### config.mk
export PLATFORM = sky130hd
export DESIGN_NAME = log_admission_ring_queue_top
export DESIGN_NICKNAME = d
export VERILOG_FILES = /design/src/rtl/lar_pkg.sv /design/src/rtl/log_admission_ring_queue_top.sv /design/src/rtl/lar_ram.sv /design/src/rtl/lar_window.sv /design/src/rtl/lar_stats.sv /design/src/rtl/lar_sink.sv
export SDC_FILE = /design/constraint.sdc
export NUM_CORES = 2
export LEC_CHECK = 0
export ABC_AREA = 1
export BUFFER_PORTS_ARGS = -buffer_cell sky130_fd_sc_hd__buf_4
export CAP_MARGIN = 20
export CORE_UTILIZATION = 55
export CTS_BUF_LIST = sky130_fd_sc_hd__clkbuf_8 sky130_fd_sc_hd__clkbuf_16
export DETAILED_ROUTE_END_ITERATION = 8
export GPL_ROUTABILITY_DRIVEN = 0
export GPL_TIMING_DRIVEN = 1
export PLACE_DENSITY = 0.71
export SLEW_MARGIN = 20
export SYNTH_ARGS = -nofsm -noshare
export SYNTH_HDL_FRONTEND = slang
export SYNTH_SLANG_ARGS = --single-unit
### constraint.sdc
create_clock -name clk -period 16.9 [get_ports clk]
set_input_delay 0.845 -clock clk [delete_from_list [all_inputs] [get_ports clk]]
set_output_delay 0.845 -clock clk [all_outputs]
set_load 0.02 [all_outputs]
### src/rtl/lar_pkg.sv
// Shared types, codes and defaults for the log admission ring queue.
// No dependencies; every other file in rtl/ but lar_ram refers to this package by scoped names.
`timescale 1ns / 1ps
`default_nettype none

package lar_pkg;

    // Field widths fixed by the interface
    localparam int REQ_W      = 2;
    localparam int LEVEL_W    = 2;
    localparam int LEN_W      = 8;
    localparam int REF_W      = 16;
    localparam int TIME_W     = 32;
    localparam int ROOM_W     = 16;
    localparam int STAT_IDX_W = 3;
    localparam int STATUS_W   = 3;
    localparam int USB_ACT_W  = 2;
    localparam int UDP_LEN_W  = 11;
    localparam int STAT_W     = 32;
    localparam int NUM_STATS  = 8;
    localparam int CFG_IDX_W  = 3;
    localparam int CFG_DATA_W = 16;
    localparam int BUDGET_W   = 16;
    localparam int WIN_LEN_W  = 16;

    // Parameter defaults
    localparam int DEF_QUEUE_DEPTH = 64;
    localparam int DEF_LINE_BYTES  = 256;
    localparam int DEF_BATCH_BYTES = 1280;

    // Request kinds
    localparam logic [REQ_W-1:0] REQ_ENQ   = 2'd0;
    localparam logic [REQ_W-1:0] REQ_POP   = 2'd1;
    localparam logic [REQ_W-1:0] REQ_DRAIN = 2'd2;
    localparam logic [REQ_W-1:0] REQ_STAT  = 2'd3;

    // Severity levels
    localparam logic [LEVEL_W-1:0] LVL_INFO  = 2'd2;
    localparam logic [LEVEL_W-1:0] LVL_DEBUG = 2'd3;

    // Result status codes
    localparam logic [STATUS_W-1:0] ST_ACCEPTED = 3'd0;
    localparam logic [STATUS_W-1:0] ST_SUPPRESS = 3'd1;
    localparam logic [STATUS_W-1:0] ST_FULL     = 3'd2;
    localparam logic [STATUS_W-1:0] ST_POPPED   = 3'd3;
    localparam logic [STATUS_W-1:0] ST_EMPTY    = 3'd4;
    localparam logic [STATUS_W-1:0] ST_DRAINED  = 3'd5;
    localparam logic [STATUS_W-1:0] ST_STAT     = 3'd6;

    // USB sink actions
    localparam logic [USB_ACT_W-1:0] USB_NONE    = 2'd0;
    localparam logic [USB_ACT_W-1:0] USB_WRITTEN = 2'd1;
    localparam logic [USB_ACT_W-1:0] USB_DROPPED = 2'd2;
    localparam logic [USB_ACT_W-1:0] USB_SUSPEND = 2'd3;

    // Configuration register indexes
    localparam logic [CFG_IDX_W-1:0] CFG_INFO_BUDGET  = 3'd0;
    localparam logic [CFG_IDX_W-1:0] CFG_WINDOW_LEN   = 3'd1;
    localparam logic [CFG_IDX_W-1:0] CFG_USB_ENABLED  = 3'd2;
    localparam logic [CFG_IDX_W-1:0] CFG_USB_SUSP_WIFI = 3'd3;
    localparam logic [CFG_IDX_W-1:0] CFG_USB_SUSP_LVL = 3'd4;
    localparam logic [CFG_IDX_W-1:0] CFG_WIFI_ACTIVE  = 3'd5;

    typedef struct packed {
        logic [BUDGET_W-1:0]  info_budget;
        logic [WIN_LEN_W-1:0] window_length_ms;
        logic                 usb_enabled;
        logic                 usb_suspend_on_wifi;
        logic [LEVEL_W-1:0]   usb_suspend_level;
        logic                 wifi_sink_active;
    } lar_cfg_t;

    localparam lar_cfg_t CFG_RESET = '{
        info_budget:         16'd20,
        window_length_ms:    16'd1000,
        usb_enabled:         1'b1,
        usb_suspend_on_wifi: 1'b1,
        usb_suspend_level:   2'd1,
        wifi_sink_active:    1'b0
    };

    // One ring slot
    typedef struct packed {
        logic [REF_W-1:0]   line_ref;
        logic [LEN_W-1:0]   line_length;
        logic [LEVEL_W-1:0] level;
    } lar_entry_t;

    // Captured request
    typedef struct packed {
        logic [REQ_W-1:0]      req_type;
        logic [LEVEL_W-1:0]    level;
        logic [LEN_W-1:0]      line_length;
        logic                  truncated;
        logic [REF_W-1:0]      line_ref;
        logic [TIME_W-1:0]     now_ms;
        logic                  armed;
        logic [ROOM_W-1:0]     usb_room;
        logic [STAT_IDX_W-1:0] stat_index;
    } lar_req_t;

    // Counter increments; bit position equals the counter index
    typedef struct packed {
        logic udp_line;
        logic usb_suspended;
        logic usb_dropped;
        logic usb_written;
        logic truncated;
        logic suppressed;
        logic dropped_full;
        logic enqueued;
    } lar_stat_inc_t;

endpackage

`default_nettype wire

### src/rtl/log_admission_ring_queue_top.sv
// Top level of the log admission ring queue: request register, ring, policy, result register.
// Depends on lar_pkg, lar_ram, lar_window, lar_stats and lar_sink.
//
// Usage
//   Request channel (in_valid / in_stall): one request per accepted cycle, kind in
//   req_type: enqueue a line descriptor, pop the oldest line, end a drain, or read
//   a statistic. Every request produces exactly one result on the result channel
//   (out_valid / out_stall); fields a request does not produce read as zero.
//   Configuration is a plain write port (cfg_write, cfg_index, cfg_data), to be
//   used only while no request is in flight.
//   out_valid rises once its accepted request has passed the request register
//   and then the result register. Throughput: one request per cycle unless out_stall
//   holds the result register; the ring is a registered-read RAM read ahead at the
//   next head slot, with a bypass register covering a write into that slot.
//   Stall: when out_stall holds the result register full, the request register
//   holds its request and in_stall rises; nothing is lost or repeated.
//   Reset (rst_n low, asynchronous): ring empty, rate window and counters zero,
//   batch empty, registers at their defaults. The ring RAM is not cleared; no
//   clearing pass is needed, the block takes requests right after reset.
//   The ring holds QUEUE_DEPTH-1 lines.
`timescale 1ns / 1ps
`default_nettype none

module log_admission_ring_queue_top #(
    parameter int QUEUE_DEPTH = lar_pkg::DEF_QUEUE_DEPTH,
    parameter int LINE_BYTES  = lar_pkg::DEF_LINE_BYTES,
    parameter int BATCH_BYTES = lar_pkg::DEF_BATCH_BYTES
) (
    input  wire logic                               clk,
    input  wire logic                               rst_n,
    // configuration
    input  wire logic                               cfg_write,
    input  wire logic [lar_pkg::CFG_IDX_W-1:0]      cfg_index,
    input  wire logic [lar_pkg::CFG_DATA_W-1:0]     cfg_data,
    // request channel
    input  wire logic                               in_valid,
    output logic                                    in_stall,
    input  wire logic [lar_pkg::REQ_W-1:0]          req_type,
    input  wire logic [lar_pkg::LEVEL_W-1:0]        level,
    input  wire logic [lar_pkg::LEN_W-1:0]          line_length,
    input  wire logic                               truncated,
    input  wire logic [lar_pkg::REF_W-1:0]          line_ref,
    input  wire logic [lar_pkg::TIME_W-1:0]         now_ms,
    input  wire logic                               armed,
    input  wire logic [lar_pkg::ROOM_W-1:0]         usb_room,
    input  wire logic [lar_pkg::STAT_IDX_W-1:0]     stat_index,
    // result channel
    output logic                                    out_valid,
    input  wire logic                               out_stall,
    output logic      [lar_pkg::STATUS_W-1:0]       status,
    output logic      [lar_pkg::REF_W-1:0]          out_line_ref,
    output logic      [lar_pkg::LEN_W-1:0]          out_line_length,
    output logic      [lar_pkg::LEVEL_W-1:0]        out_level,
    output logic      [lar_pkg::USB_ACT_W-1:0]      usb_action,
    output logic      [lar_pkg::UDP_LEN_W-1:0]      udp_flush_length,
    output logic                                    udp_appended,
    output logic      [lar_pkg::STAT_W-1:0]         stat_value
);

    localparam int PTR_W = $clog2(QUEUE_DEPTH);
    localparam logic [PTR_W-1:0] PTR_LAST = PTR_W'(QUEUE_DEPTH - 1);
    localparam logic [lar_pkg::UDP_LEN_W-1:0] LEN_MAX = lar_pkg::UDP_LEN_W'(LINE_BYTES - 1);
    localparam int ENTRY_W = $bits(lar_pkg::lar_entry_t);

    // ---------------- configuration registers ----------------
    lar_pkg::lar_cfg_t cfg_reg;

    always_ff @(posedge clk or negedge rst_n)
    begin
        if (!rst_n)
        begin
            cfg_reg <= lar_pkg::CFG_RESET;
        end
        else if (cfg_write)
        begin
            unique case (cfg_index)
                lar_pkg::CFG_INFO_BUDGET:   cfg_reg.info_budget         <= cfg_data;
                lar_pkg::CFG_WINDOW_LEN:    cfg_reg.window_length_ms    <= cfg_data;
                lar_pkg::CFG_USB_ENABLED:   cfg_reg.usb_enabled         <= cfg_data[0];
                lar_pkg::CFG_USB_SUSP_WIFI: cfg_reg.usb_suspend_on_wifi <= cfg_data[0];
                lar_pkg::CFG_USB_SUSP_LVL:
                    cfg_reg.usb_suspend_level <= cfg_data[lar_pkg::LEVEL_W-1:0];
                lar_pkg::CFG_WIFI_ACTIVE:   cfg_reg.wifi_sink_active    <= cfg_data[0];
                default: ;  // unused indexes are ignored
            endcase
        end
    end

    // ---------------- request register ----------------
    logic              s1_valid_reg;
    lar_pkg::lar_req_t s1_reg;
    logic              out_valid_reg;
    logic              fire;      // request in s1 retires into the result register
    logic              in_take;

    assign fire     = s1_valid_reg && (!out_valid_reg || !out_stall);
    assign in_stall = s1_valid_reg && !fire;
    assign in_take  = in_valid && !in_stall;

    always_ff @(posedge clk or negedge rst_n)
    begin
        if (!rst_n)
        begin
            s1_valid_reg <= 1'b0;
        end
        else if (in_take)
        begin
            s1_valid_reg <= 1'b1;
        end
        else if (fire)
        begin
            s1_valid_reg <= 1'b0;
        end
    end

    always_ff @(posedge clk)
    begin
        if (in_take)
        begin
            s1_reg <= '{
                req_type:    req_type,
                level:       level,
                line_length: line_length,
                truncated:   truncated,
                line_ref:    line_ref,
                now_ms:      now_ms,
                armed:       armed,
                usb_room:    usb_room,
                stat_index:  stat_index
            };
        end
    end

    // ---------------- ring pointers and storage ----------------
    logic [PTR_W-1:0]    wr_ptr_reg;
    logic [PTR_W-1:0]    rd_ptr_reg;
    logic [PTR_W-1:0]    wr_ptr_inc;
    logic [PTR_W-1:0]    rd_ptr_inc;
    logic [PTR_W-1:0]    rd_addr;
    logic                ring_full;
    logic                ring_empty;
    logic                ram_we;
    lar_pkg::lar_entry_t wr_entry;
    logic [ENTRY_W-1:0]  ram_q;
    logic                byp_valid_reg;
    lar_pkg::lar_entry_t byp_entry_reg;
    lar_pkg::lar_entry_t head;

    logic is_enq;
    logic is_pop;
    logic is_drain;
    logic win_check;
    logic win_over;
    logic suppress;
    logic enq_ok;
    logic pop_ok;
    logic [lar_pkg::LEN_W-1:0] len_clip;

    always_comb
    begin
        wr_ptr_inc = (wr_ptr_reg == PTR_LAST) ? '0 : wr_ptr_reg + 1'b1;
        rd_ptr_inc = (rd_ptr_reg == PTR_LAST) ? '0 : rd_ptr_reg + 1'b1;
        ring_full  = wr_ptr_inc == rd_ptr_reg;
        ring_empty = wr_ptr_reg == rd_ptr_reg;

        is_enq   = s1_reg.req_type == lar_pkg::REQ_ENQ;
        is_pop   = s1_reg.req_type == lar_pkg::REQ_POP;
        is_drain = s1_reg.req_type == lar_pkg::REQ_DRAIN;

        // clip to the longest line the store holds
        len_clip = ({3'b000, s1_reg.line_length} > LEN_MAX) ?
                   LEN_MAX[lar_pkg::LEN_W-1:0] : s1_reg.line_length;

        win_check = is_enq && s1_reg.armed && (s1_reg.level == lar_pkg::LVL_INFO);
        suppress  = is_enq && s1_reg.armed &&
                    ((s1_reg.level == lar_pkg::LVL_DEBUG) || (win_check && win_over));
        enq_ok    = is_enq && !suppress && !ring_full;
        pop_ok    = is_pop && !ring_empty;

        ram_we   = fire && enq_ok;
        wr_entry = '{line_ref: s1_reg.line_ref, line_length: len_clip, level: s1_reg.level};

        // read ahead at the slot the next request will see as head
        rd_addr = (fire && pop_ok) ? rd_ptr_inc : rd_ptr_reg;
        head    = byp_valid_reg ? byp_entry_reg : lar_pkg::lar_entry_t'(ram_q);
    end

    always_ff @(posedge clk or negedge rst_n)
    begin
        if (!rst_n)
        begin
            wr_ptr_reg    <= '0;
            rd_ptr_reg    <= '0;
            byp_valid_reg <= 1'b0;
        end
        else
        begin
            if (ram_we)
            begin
                wr_ptr_reg <= wr_ptr_inc;
            end
            if (fire && pop_ok)
            begin
                rd_ptr_reg <= rd_ptr_inc;
            end
            // RAM returns old data on a same-address write; take the new entry instead
            byp_valid_reg <= ram_we && (wr_ptr_reg == rd_addr);
        end
    end

    always_ff @(posedge clk)
    begin
        if (ram_we)
        begin
            byp_entry_reg <= wr_entry;
        end
    end

    lar_ram #(
        .WIDTH (ENTRY_W),
        .DEPTH (QUEUE_DEPTH)
    ) u_ring (
        .clk   (clk),
        .we    (ram_we),
        .waddr (wr_ptr_reg),
        .wdata (wr_entry),
        .raddr (rd_addr),
        .rdata (ram_q)
    );

    // ---------------- policy units ----------------
    lar_window u_window (
        .clk              (clk),
        .rst_n            (rst_n),
        .check            (win_check),
        .advance          (fire),
        .now_ms           (s1_reg.now_ms),
        .info_budget      (cfg_reg.info_budget),
        .window_length_ms (cfg_reg.window_length_ms),
        .over_budget      (win_over)
    );

    logic [lar_pkg::USB_ACT_W-1:0] sink_usb;
    logic [lar_pkg::UDP_LEN_W-1:0] sink_flush;
    logic                          sink_appended;

    lar_sink #(
        .BATCH_BYTES (BATCH_BYTES)
    ) u_sink (
        .clk          (clk),
        .rst_n        (rst_n),
        .advance      (fire),
        .pop          (pop_ok),
        .drain        (is_drain),
        .cfg          (cfg_reg),
        .line_length  (head.line_length),
        .level        (head.level),
        .usb_room     (s1_reg.usb_room),
        .usb_action   (sink_usb),
        .flush_length (sink_flush),
        .appended     (sink_appended)
    );

    lar_pkg::lar_stat_inc_t        stat_inc;
    logic [lar_pkg::STAT_W-1:0]    stat_rd;

    always_comb
    begin
        stat_inc.enqueued      = enq_ok;
        stat_inc.dropped_full  = is_enq && !suppress && ring_full;
        stat_inc.suppressed    = suppress;
        stat_inc.truncated     = is_enq && s1_reg.truncated;
        stat_inc.usb_written   = sink_usb == lar_pkg::USB_WRITTEN;
        stat_inc.usb_dropped   = sink_usb == lar_pkg::USB_DROPPED;
        stat_inc.usb_suspended = sink_usb == lar_pkg::USB_SUSPEND;
        stat_inc.udp_line      = sink_appended;
    end

    lar_stats u_stats (
        .clk      (clk),
        .rst_n    (rst_n),
        .advance  (fire),
        .inc      (stat_inc),
        .rd_index (s1_reg.stat_index),
        .rd_value (stat_rd)
    );

    // ---------------- result assembly ----------------
    logic [lar_pkg::STATUS_W-1:0]  res_status;
    lar_pkg::lar_entry_t           res_entry;
    logic [lar_pkg::USB_ACT_W-1:0] res_usb;
    logic [lar_pkg::UDP_LEN_W-1:0] res_flush;
    logic                          res_appended;
    logic [lar_pkg::STAT_W-1:0]    res_stat;

    always_comb
    begin
        res_status   = lar_pkg::ST_ACCEPTED;
        res_entry    = '0;
        res_usb      = lar_pkg::USB_NONE;
        res_flush    = '0;
        res_appended = 1'b0;
        res_stat     = '0;
        unique case (s1_reg.req_type)
            lar_pkg::REQ_ENQ:
            begin
                if (suppress)
                begin
                    res_status = lar_pkg::ST_SUPPRESS;
                end
                else if (ring_full)
                begin
                    res_status = lar_pkg::ST_FULL;
                end
                else
                begin
                    res_status = lar_pkg::ST_ACCEPTED;
                end
            end
            lar_pkg::REQ_POP:
            begin
                if (ring_empty)
                begin
                    res_status = lar_pkg::ST_EMPTY;
                end
                else
                begin
                    res_status   = lar_pkg::ST_POPPED;
                    res_entry    = head;
                    res_usb      = sink_usb;
                    res_flush    = sink_flush;
                    res_appended = sink_appended;
                end
            end
            lar_pkg::REQ_DRAIN:
            begin
                res_status = lar_pkg::ST_DRAINED;
                res_flush  = sink_flush;
            end
            lar_pkg::REQ_STAT:
            begin
                res_status = lar_pkg::ST_STAT;
                res_stat   = stat_rd;
            end
            default: ;
        endcase
    end

    // ---------------- result register ----------------
    logic [lar_pkg::STATUS_W-1:0]  status_reg;
    lar_pkg::lar_entry_t           entry_reg;
    logic [lar_pkg::USB_ACT_W-1:0] usb_reg;
    logic [lar_pkg::UDP_LEN_W-1:0] flush_reg;
    logic                          appended_reg;
    logic [lar_pkg::STAT_W-1:0]    stat_reg;

    always_ff @(posedge clk or negedge rst_n)
    begin
        if (!rst_n)
        begin
            out_valid_reg <= 1'b0;
        end
        else if (fire)
        begin
            out_valid_reg <= 1'b1;
        end
        else if (!out_stall)
        begin
            out_valid_reg <= 1'b0;
        end
    end

    always_ff @(posedge clk)
    begin
        if (fire)
        begin
            status_reg   <= res_status;
            entry_reg    <= res_entry;
            usb_reg      <= res_usb;
            flush_reg    <= res_flush;
            appended_reg <= res_appended;
            stat_reg     <= res_stat;
        end
    end

    assign out_valid        = out_valid_reg;
    assign status           = status_reg;
    assign out_line_ref     = entry_reg.line_ref;
    assign out_line_length  = entry_reg.line_length;
    assign out_level        = entry_reg.level;
    assign usb_action       = usb_reg;
    assign udp_flush_length = flush_reg;
    assign udp_appended     = appended_reg;
    assign stat_value       = stat_reg;

    // ---------------- assertions ----------------
    // Ring pointers stay inside the ring.
    a_ptr_range: assert property (@(posedge clk) disable iff (!rst_n)
        (int'(wr_ptr_reg) < QUEUE_DEPTH) && (int'(rd_ptr_reg) < QUEUE_DEPTH))
        else $error("ring pointer out of range");

    // A retired pop of a non-empty ring moves the read pointer.
    a_pop_moves: assert property (@(posedge clk) disable iff (!rst_n)
        (fire && pop_ok) |=> (rd_ptr_reg != $past(rd_ptr_reg)))
        else $error("pop did not advance read pointer");

    // An accepted enqueue never leaves the ring looking empty.
    a_enq_not_empty: assert property (@(posedge clk) disable iff (!rst_n)
        ram_we |=> (wr_ptr_reg != rd_ptr_reg))
        else $error("enqueue left ring empty");

    // Bypass is only armed by a write in the previous cycle.
    a_bypass_src: assert property (@(posedge clk) disable iff (!rst_n)
        byp_valid_reg |-> $past(ram_we))
        else $error("bypass without a ring write");

endmodule

`default_nettype wire

### src/rtl/lar_ram.sv
// Generic single-write, single-read RAM with registered read data.
// Read during write to the same address returns the old contents. No dependencies.
`timescale 1ns / 1ps
`default_nettype none

module lar_ram #(
    parameter int WIDTH = 8,
    parameter int DEPTH = 64
) (
    input  wire logic                     clk,
    input  wire logic                     we,
    input  wire logic [$clog2(DEPTH)-1:0] waddr,
    input  wire logic [WIDTH-1:0]         wdata,
    input  wire logic [$clog2(DEPTH)-1:0] raddr,
    output logic      [WIDTH-1:0]         rdata
);

    logic [WIDTH-1:0] mem [DEPTH];
    logic [WIDTH-1:0] rdata_reg;

    always_ff @(posedge clk)
    begin
        if (we)
        begin
            mem[waddr] <= wdata;
        end
        rdata_reg <= mem[raddr];
    end

    assign rdata = rdata_reg;

endmodule

`default_nettype wire

### src/rtl/lar_window.sv
// Info-line rate window: start time and count of armed info enqueues let through in it.
// Depends on lar_pkg.
`timescale 1ns / 1ps
`default_nettype none

module lar_window (
    input  wire logic                            clk,
    input  wire logic                            rst_n,
    input  wire logic                            check,    // armed info enqueue
    input  wire logic                            advance,  // request retires this cycle
    input  wire logic [lar_pkg::TIME_W-1:0]      now_ms,
    input  wire logic [lar_pkg::BUDGET_W-1:0]    info_budget,
    input  wire logic [lar_pkg::WIN_LEN_W-1:0]   window_length_ms,
    output logic                                 over_budget
);

    logic [lar_pkg::TIME_W-1:0]   start_reg;
    logic [lar_pkg::BUDGET_W-1:0] count_reg;
    logic [lar_pkg::TIME_W-1:0]   elapsed;
    logic                         restart;
    logic [lar_pkg::BUDGET_W-1:0] count_eff;

    always_comb
    begin
        elapsed     = now_ms - start_reg;
        restart     = elapsed >= {{(lar_pkg::TIME_W - lar_pkg::WIN_LEN_W){1'b0}},
                                  window_length_ms};
        count_eff   = restart ? '0 : count_reg;
        over_budget = count_eff >= info_budget;
    end

    always_ff @(posedge clk or negedge rst_n)
    begin
        if (!rst_n)
        begin
            start_reg <= '0;
            count_reg <= '0;
        end
        else if (check && advance)
        begin
            if (restart)
            begin
                start_reg <= now_ms;
            end
            count_reg <= over_budget ? count_eff : count_eff + 1'b1;
        end
    end

endmodule

`default_nettype wire

### src/rtl/lar_stats.sv
// Bank of eight wrapping 32-bit event counters with one read port.
// Depends on lar_pkg.
`timescale 1ns / 1ps
`default_nettype none

module lar_stats (
    input  wire logic                              clk,
    input  wire logic                              rst_n,
    input  wire logic                              advance,
    input  wire lar_pkg::lar_stat_inc_t            inc,
    input  wire logic [lar_pkg::STAT_IDX_W-1:0]    rd_index,
    output logic      [lar_pkg::STAT_W-1:0]        rd_value
);

    logic [lar_pkg::STAT_W-1:0]    cnt_reg [lar_pkg::NUM_STATS];
    logic [lar_pkg::NUM_STATS-1:0] inc_vec;

    assign inc_vec  = inc;
    assign rd_value = cnt_reg[rd_index];

    for (genvar i = 0; i < lar_pkg::NUM_STATS; i++)
    begin : g_cnt
        always_ff @(posedge clk or negedge rst_n)
        begin
            if (!rst_n)
            begin
                cnt_reg[i] <= '0;
            end
            else if (advance && inc_vec[i])
            begin
                cnt_reg[i] <= cnt_reg[i] + 1'b1;
            end
        end
    end

endmodule

`default_nettype wire

### src/rtl/lar_sink.sv
// Sink decisions for a popped line: USB action and UDP batch fill/flush; a drain flushes the batch.
// Holds the batch fill register. Depends on lar_pkg.
`timescale 1ns / 1ps
`default_nettype none

module lar_sink #(
    parameter int BATCH_BYTES = lar_pkg::DEF_BATCH_BYTES
) (
    input  wire logic                            clk,
    input  wire logic                            rst_n,
    input  wire logic                            advance,
    input  wire logic                            pop,     // pop of a non-empty ring
    input  wire logic                            drain,
    input  wire lar_pkg::lar_cfg_t               cfg,
    input  wire logic [lar_pkg::LEN_W-1:0]       line_length,
    input  wire logic [lar_pkg::LEVEL_W-1:0]     level,
    input  wire logic [lar_pkg::ROOM_W-1:0]      usb_room,
    output logic      [lar_pkg::USB_ACT_W-1:0]   usb_action,
    output logic      [lar_pkg::UDP_LEN_W-1:0]   flush_length,
    output logic                                 appended
);

    localparam int FILL_W = $clog2(BATCH_BYTES + 1);
    localparam logic [FILL_W:0] BATCH_LIM = (FILL_W + 1)'(BATCH_BYTES);

    logic [FILL_W-1:0] fill_reg;
    logic [FILL_W-1:0] fill_next;
    logic [FILL_W-1:0] base;
    logic [FILL_W:0]   len_ext;
    logic [FILL_W:0]   sum;
    logic              suspended;

    always_comb
    begin
        suspended = cfg.usb_suspend_on_wifi && cfg.wifi_sink_active;
        if (!pop || !cfg.usb_enabled)
        begin
            usb_action = lar_pkg::USB_NONE;
        end
        else if (suspended && (level > cfg.usb_suspend_level))
        begin
            usb_action = lar_pkg::USB_SUSPEND;
        end
        else if (usb_room >= {{(lar_pkg::ROOM_W - lar_pkg::LEN_W){1'b0}}, line_length})
        begin
            usb_action = lar_pkg::USB_WRITTEN;
        end
        else
        begin
            usb_action = lar_pkg::USB_DROPPED;
        end
    end

    always_comb
    begin
        len_ext      = (FILL_W + 1)'(line_length);
        sum          = {1'b0, fill_reg} + len_ext;
        base         = fill_reg;
        flush_length = '0;
        appended     = 1'b0;
        fill_next    = fill_reg;
        if (pop && cfg.wifi_sink_active)
        begin
            if (sum > BATCH_LIM)
            begin
                flush_length = lar_pkg::UDP_LEN_W'(fill_reg);
                base         = '0;
            end
            if (len_ext <= BATCH_LIM)
            begin
                appended  = 1'b1;
                fill_next = base + FILL_W'(line_length);
            end
            else
            begin
                fill_next = base;
            end
        end
        else if (drain)
        begin
            // zero fill reports zero, which means no flush
            flush_length = lar_pkg::UDP_LEN_W'(fill_reg);
            fill_next    = '0;
        end
    end

    always_ff @(posedge clk or negedge rst_n)
    begin
        if (!rst_n)
        begin
            fill_reg <= '0;
        end
        else if (advance)
        begin
            fill_reg <= fill_next;
        end
    end

endmodule

`default_nettype wire
# Word level (Yosys, flattened, before mapping)
# Memories as Yosys holds them, arrays and structs flattened. A register that Yosys moved wholly into a read port is not among the register bits.
# Index checks and enable logic that the tools add are counted.
# W data, S select, Z words.
# totals
ff_bits	549
ramBits	1664
input_bits	105
output_inout_bits	77
wordCells	167
memories	1
# classes
n_addsub	14
n_lt_le_gt_ge	6
n_eq_ne	19
mux	32
n_bitwise	2
n_reduce_logical	51
# memory_table
name	words	width	rd	rd_clocked_by_memory_dff	wr	line_no	source
u_ring.mem	64	26	1	1	1	lar_ram.sv:18	logic [WIDTH-1:0] mem [DEPTH];
# op_table
cell	count
$add A32 B1 Y32 const B	8
$bmux W32 S3	1
$mux W11	8
$mux W32	2
$ge A32 B16 Y1	1
$mux W16	2
$sub A32 B32 Y32	1
$logic_and A1 B1 Y1	26
$mux W26	1
$pmux W11 S2	1
$eq A6 B6 Y1	3
$mux W6	3
$add A16 B1 Y16 const B	1
$ge A16 B16 Y1	1
$ge A16 B8 Y1	1
$reduce_and A2 Y1	8
$add A11 B8 Y12	1
$add A6 B1 Y6 const B	2
$eq A2 B2 Y1 const B	6
$eq A6 B6 Y1 const B	2
$gt A12 B11 Y1 const B	1
$pmux W3 S4	1
$add A11 B8 Y11	1
$mux W2	5
other kinds (17)	37

# Logic depth before layout (Yosys ltp)
# depth
ltp_word	13
mapped_depth	42
ltp_nobuf	41

# Modules after synthesis
# A second synthesis with hierarchy kept.
# hier_totals
hier_cells	9886
hier_area_um2	100498.9
# by_module_without_submodules
mod	n_inst	cells_per_inst	area_each_um2	seq_area_each_um2
lar_ram	1	5657	67963.9	50488.4
lar_stats	1	2204	15836.4	6406.1
log_admission_ring_queue_top	1	738	9057.4	6780.3
lar_window	1	968	5756.8	1201.2
lar_sink	1	319	1884.3	275.3

# Worst setup path after synthesis
# OpenSTA, ideal clock, no wires.
# synth_timing
kind	register to register
startpoint	register u_window.start_reg[0] (netlist bit)
endpoint	memory u_ring.mem[0][0] (netlist bit), enable pin
setup_ns	0.409
arrival_ns	5.934
required_ns	16.491
slack_ns	10.557
stages_incl_launch_ff	37
cell_sequence	dfrtp_1 ha_1 fa_1 inv_1 nand2_1 nand3_1 nand3_1 nand2_1 xor2_1 ha_1 nand2_1 nor2_1 a211oi_1 nand2_1 nor2_1 nand2_1 nor2_1 nand2_1 a21oi_2 nand2_2 buf_2 nor2_1 ha_1 a21oi_1 o21ai_0 nand2_1 nand2_1 nand2_1 nand2_1 a21oi_1 nand2_1 nand2_1 nand2_1 nor2_4 clkbuf_1 nand4_1 nor2_1
# synth_between
elab_chain_len	13
# synth_lines
item	line_no	source
start: declaration	lar_window.sv:17	logic [lar_pkg::TIME_W-1:0] start_reg;
start signal: assignment	lar_window.sv:43	start_reg <= now_ms;
$sub A32 B32 Y32	lar_window.sv:25	elapsed = now_ms - start_reg;
$ge A32 B16 Y1	lar_window.sv:26	restart = elapsed >= {{(lar_pkg::TIME_W - lar_pkg::WIN_LEN_W){1'b0}},
$mux W16	lar_window.sv:28	count_eff = restart ? '0 : count_reg;
$ge A16 B16 Y1	lar_window.sv:29	over_budget = count_eff >= info_budget;
$logic_and A1 B1 Y1	log_admission_ring_queue_top.sv:176	((s1_reg.level == lar_pkg::LVL_DEBUG) || (win_check && win_over));
$logic_or A1 B1 Y1	log_admission_ring_queue_top.sv:176	
$logic_and A1 B1 Y1	log_admission_ring_queue_top.sv:175	suppress = is_enq && s1_reg.armed &&
$logic_not A1 Y1	log_admission_ring_queue_top.sv:177	enq_ok = is_enq && !suppress && !ring_full;
$logic_and A1 B1 Y1 (2 in series)	log_admission_ring_queue_top.sv:177	
$logic_and A1 B1 Y1	log_admission_ring_queue_top.sv:180	ram_we = fire && enq_ok;
$mux W1	lar_ram.sv:23	if (we)
$mux W1 (implied by the code)	lar_ram.sv:25	mem[waddr] <= wdata;
end: declaration	lar_ram.sv:18	
# No other way between the ends.

# Worst setup path in the final report
# layout_timing
startpoint	register s1_reg[20] (netlist bit)
endpoint	memory u_ring.mem[47][14] (netlist bit), enable pin
# layout_between
elab_chain_len	13
# layout_lines
item	line_no	source
start: declaration	log_admission_ring_queue_top.sv:91	lar_pkg::lar_req_t s1_reg;
start signal: assignment	log_admission_ring_queue_top.sv:120	s1_reg <= '{
$sub A32 B32 Y32	lar_window.sv:25	
$ge A32 B16 Y1	lar_window.sv:26	
$mux W16	lar_window.sv:28	
$ge A16 B16 Y1	lar_window.sv:29	
$logic_and A1 B1 Y1	log_admission_ring_queue_top.sv:176	
$logic_or A1 B1 Y1	log_admission_ring_queue_top.sv:176	
$logic_and A1 B1 Y1	log_admission_ring_queue_top.sv:175	
$logic_not A1 Y1	log_admission_ring_queue_top.sv:177	
$logic_and A1 B1 Y1 (2 in series)	log_admission_ring_queue_top.sv:177	
$logic_and A1 B1 Y1	log_admission_ring_queue_top.sv:180	
$mux W1	lar_ram.sv:23	
$mux W1 (implied by the code)	lar_ram.sv:25	
# No other way between the ends.

==> impl_metrics.tcl <==
set metrics [dict create \
    status "completed" \
    period_minus_slack_ps 7640 \
    clk_latency_ps 880 \
    grt_pass1_vias 64500 \
    grt_max_degree 231 \
    grt_usage_pct 29.2 \
    max_stage_delay_ps 900 \
    path_buf_inv 3 \
    cts_resized 0 \
    hold_viol 0 \
    cts_tree "yes" \
    fin_skew_ps 54.1 \
    syn_inst 8726 \
    syn_avg_cell_area_um2 11.1 \
    cp-end-kind "register" \
    yosys_warnings 0 \
    fin_crit_sh_pct 45.2 \
    power.density_nw_per_um2 153 \
    finalSetupTns_ps 0 \
    report.power.total_mw 16.6 \
    num_rows 153 \
    tightestPinTransition_ps 1310 \
    syn-cell-area_um2 97100 \
    max-clock-path-buffers 3 \
    maxCapViolCount 0 \
    place_hpwl_um 156000 \
    ff2ff_setup_slack_ps 9260 \
    arrival_ps 8130 \
    syn-num-nets 8939 \
    start_util_pct 55.6 \
    clk_pin_slew_ps 60 \
    hold_path_class "in -> async" \
    fmax_ghz 0.131 \
    cp_slowest_cell "nor2_4" \
    fin_area_um2 108000 \
    place_area_um2 101000 \
    core-area_um2 175000 \
    cp_data_required_time_ps 17390 \
    area_delta_synth_final_pct 11.5 \
    h-tree-depth 4 \
    rr_startpoint "s1_reg[20]" \
    drt.antenna.violating_nets 0 \
    vias_per_cell 5.95 \
    dp.cells 10900 \
    worstSetupPathType "reg -> reg" \
    reg2reg_to "u_ring.mem[47][14]" \
    dp_slack_ps 9240 \
    rr_worst_depth 35 \
    largest_reg_flops 1664 \
    cpMostUsedCell "nand2_1" \
    drt_first_pass_iters 8 \
    routed-via-count 67500 \
    fillCellCount 13600 \
    routed_wl_um 263000 \
    dieArea_um2 178000 \
    fin_ws_ps 9260 \
    cp_top_family "simple AND/OR/NAND/NOR gates" \
    postCtsHoldBufs 0 \
    grt_pass1_wl_um 397000 \
    numPortBuffers 181 \
    clockRootBuffer "clkbuf_16" \
    yosys_register_bits 2239 \
    clkSinkCount 2239 \
    die_x_um 422 \
    drc_errors 0 \
    slew_viol_final 0 \
    numCtsBuffers 219 \
    fin_nets 9037 \
    cts_setup_buffers 0 \
    io_pins 182 \
    cellLeakagePower_nw 41.9 \
    final_cells 11300 \
    overflow 0 \
    dieHeight_um 422 \
    synth-seq-area-share_pct 67.1 \
    relSlewSlack_pct 12.7 \
    drive_gt1_share_pct 9.16 \
    ys_types 66 \
    critPathLaunchType "register" \
    ir_drop_mv 0.189 \
    critPathMaxFanout 53 \
    antenna_found_initial 6 \
    avgRoutedWirePerCell_um 23.2 \
    setup_viol 0 \
    rsz0062_at_grt "no" \
    drt_iter0_drc 8798 \
]
metrics by stage:
stage                     util [%]  hold slack (ps)
final                         62.0             25.9
after global routing          62.0             62.8
after CTS                     62.0             1.03
after detailed placement      57.8              448
after global placement        57.8              442
after floorplan                  -              436
synth_stat cells (all sizes together):
master / instances / area, um^2
mux2: 2 / 22.5
clkinv: 4 / 15.0
nand3: 512 / 2590
dfstp: 11 / 289
o2111ai: 1 / 8.76
dfrtp: 356 / 8910
a21oi: 160 / 812
o32ai: 1 / 8.76
o31ai: 1 / 7.51
or3b: 1 / 8.76
dfxtp: 26 / 521
nand3b: 6 / 48.8
inv: 720 / 2710
or3: 1 / 6.26
nor3: 100 / 562
or4: 1 / 7.51
or2: 14 / 87.6
a21o: 1 / 7.51
nor4: 26 / 181
xnor2: 50 / 438
o22ai: 7 / 43.8
o21a: 2 / 15.0
xor2: 240 / 2120
a211oi: 2 / 15.0
clkbuf: 263 / 988
ha: 105 / 1310
o21ai: 1043 / 5230
nand2: 1626 / 6150
and3: 4 / 25.0
nand4: 76 / 497
nor2: 819 / 3230
o211ai: 437 / 3280
edfxtp: 1846 / 55400
a22oi: 1 / 7.51
o221ai: 1 / 8.76
fa: 3 / 60.1
o41ai: 1 / 8.76
o21bai: 28 / 210
a31oi: 37 / 231
and2: 6 / 37.5
buf: 183 / 947
mux2i: 2 / 20.0
area by class of cell:
cell class	instances	area (um^2)	area share, %
Sequential cell	2239	65200	60.2
Multi-Input combinational cell	5317	27500	25.4
Clock buffer	234	5720	5.28
Tap cell	2325	2910	2.69
Inverter	724	2740	2.53
Timing Repair Buffer	323	2540	2.35
Clock inverter	181	1670	1.54
Antenna cell	1	2.50	0.00231
worst max-delay path by stage:
stage | startpoint | end | slack, ps | cells after the start
detailed placement | s1_reg[31] | u_ring.mem[47][2] | 9240 | 33
global route | s1_reg[31] | u_ring.mem[47][14] | 8650 | 35
floorplan | u_window.start_reg[0] | u_ring.mem[0][0] | 10560 | 36
CTS | s1_reg[20] | u_ring.mem[47][14] | 9220 | 36
global placement | s1_reg[20] | u_ring.mem[47][6] | 8970 | 38
finish | s1_reg[20] | u_ring.mem[47][14] | 9260 | 35
worst reg2reg max path, delay by kind of cell, from the launching register on:
family	cells	cell delay, ps
AOI/OAI and AO/OA	5	890
adders and majority gates	4	1180
DFF	1	330
buffers and inverters	3	750
and+or+nand+nor	22	3970
xor gates and xnor gates	1	180
cell families after synthesis:
logic type      count (synthesis)  synth area share [%]
simple gates                 3192                  13.8
buf+inv                      1170                  4.79
fa+ha+maj                     108                  1.41
compound gates               1723                  10.2
xor+xnor                      290                  2.63
mux                             4                0.0438
flops                        2239                  67.1
report_power, final:
| group | switching [mW] | internal (mW) | total (mW) |
|---|---|---|---|
| clock network | 2.13 | 2.84 | 4.96 |
| registers | 0.129 | 6.21 | 6.34 |
| logic | 3.92 | 1.37 | 5.29 |
metal layers:
metal	wire [um]	global-route usage, %
met3	25200	5.19
met2	121000	45.0
met5	46	0
met4	11600	12.3
met1	106000	41.0
cell usage in the layout, fill, tap and decap left out, types with 5 or more instances in the layout:
cell,netlist,routed
nor2_2,23,82
buf_4,19,312
nor2_1,785,721
nor4_1,23,23
dfxtp_1,26,26
clkbuf_16,0,222
nand4_1,74,74
buf_12,0,8
clkbuf_8,0,12
xor2_1,238,238
nor3_1,89,89
clkinv_1,4,56
xnor2_1,50,50
inv_1,704,742
o21ai_1,159,159
nand2_2,8,6
nand3b_1,5,5
o21ai_0,883,883
or2_2,10,10
bufinv_16,0,26
nand3_1,507,507
and2_1,6,6
edfxtp_1,1846,1846
clkinv_2,0,44
inv_2,15,13
ha_1,105,105
o22ai_1,7,7
dfrtp_1,356,356
nand3_2,5,5
o21bai_1,28,28
o211ai_1,437,437
dfstp_2,11,11
a31oi_1,37,37
nor3_2,10,10
clkinv_16,0,5
nand2_1,1614,1614
a21oi_1,157,157
nor2_4,9,14
No activity file was read; power rests on OpenSTA's default activity.
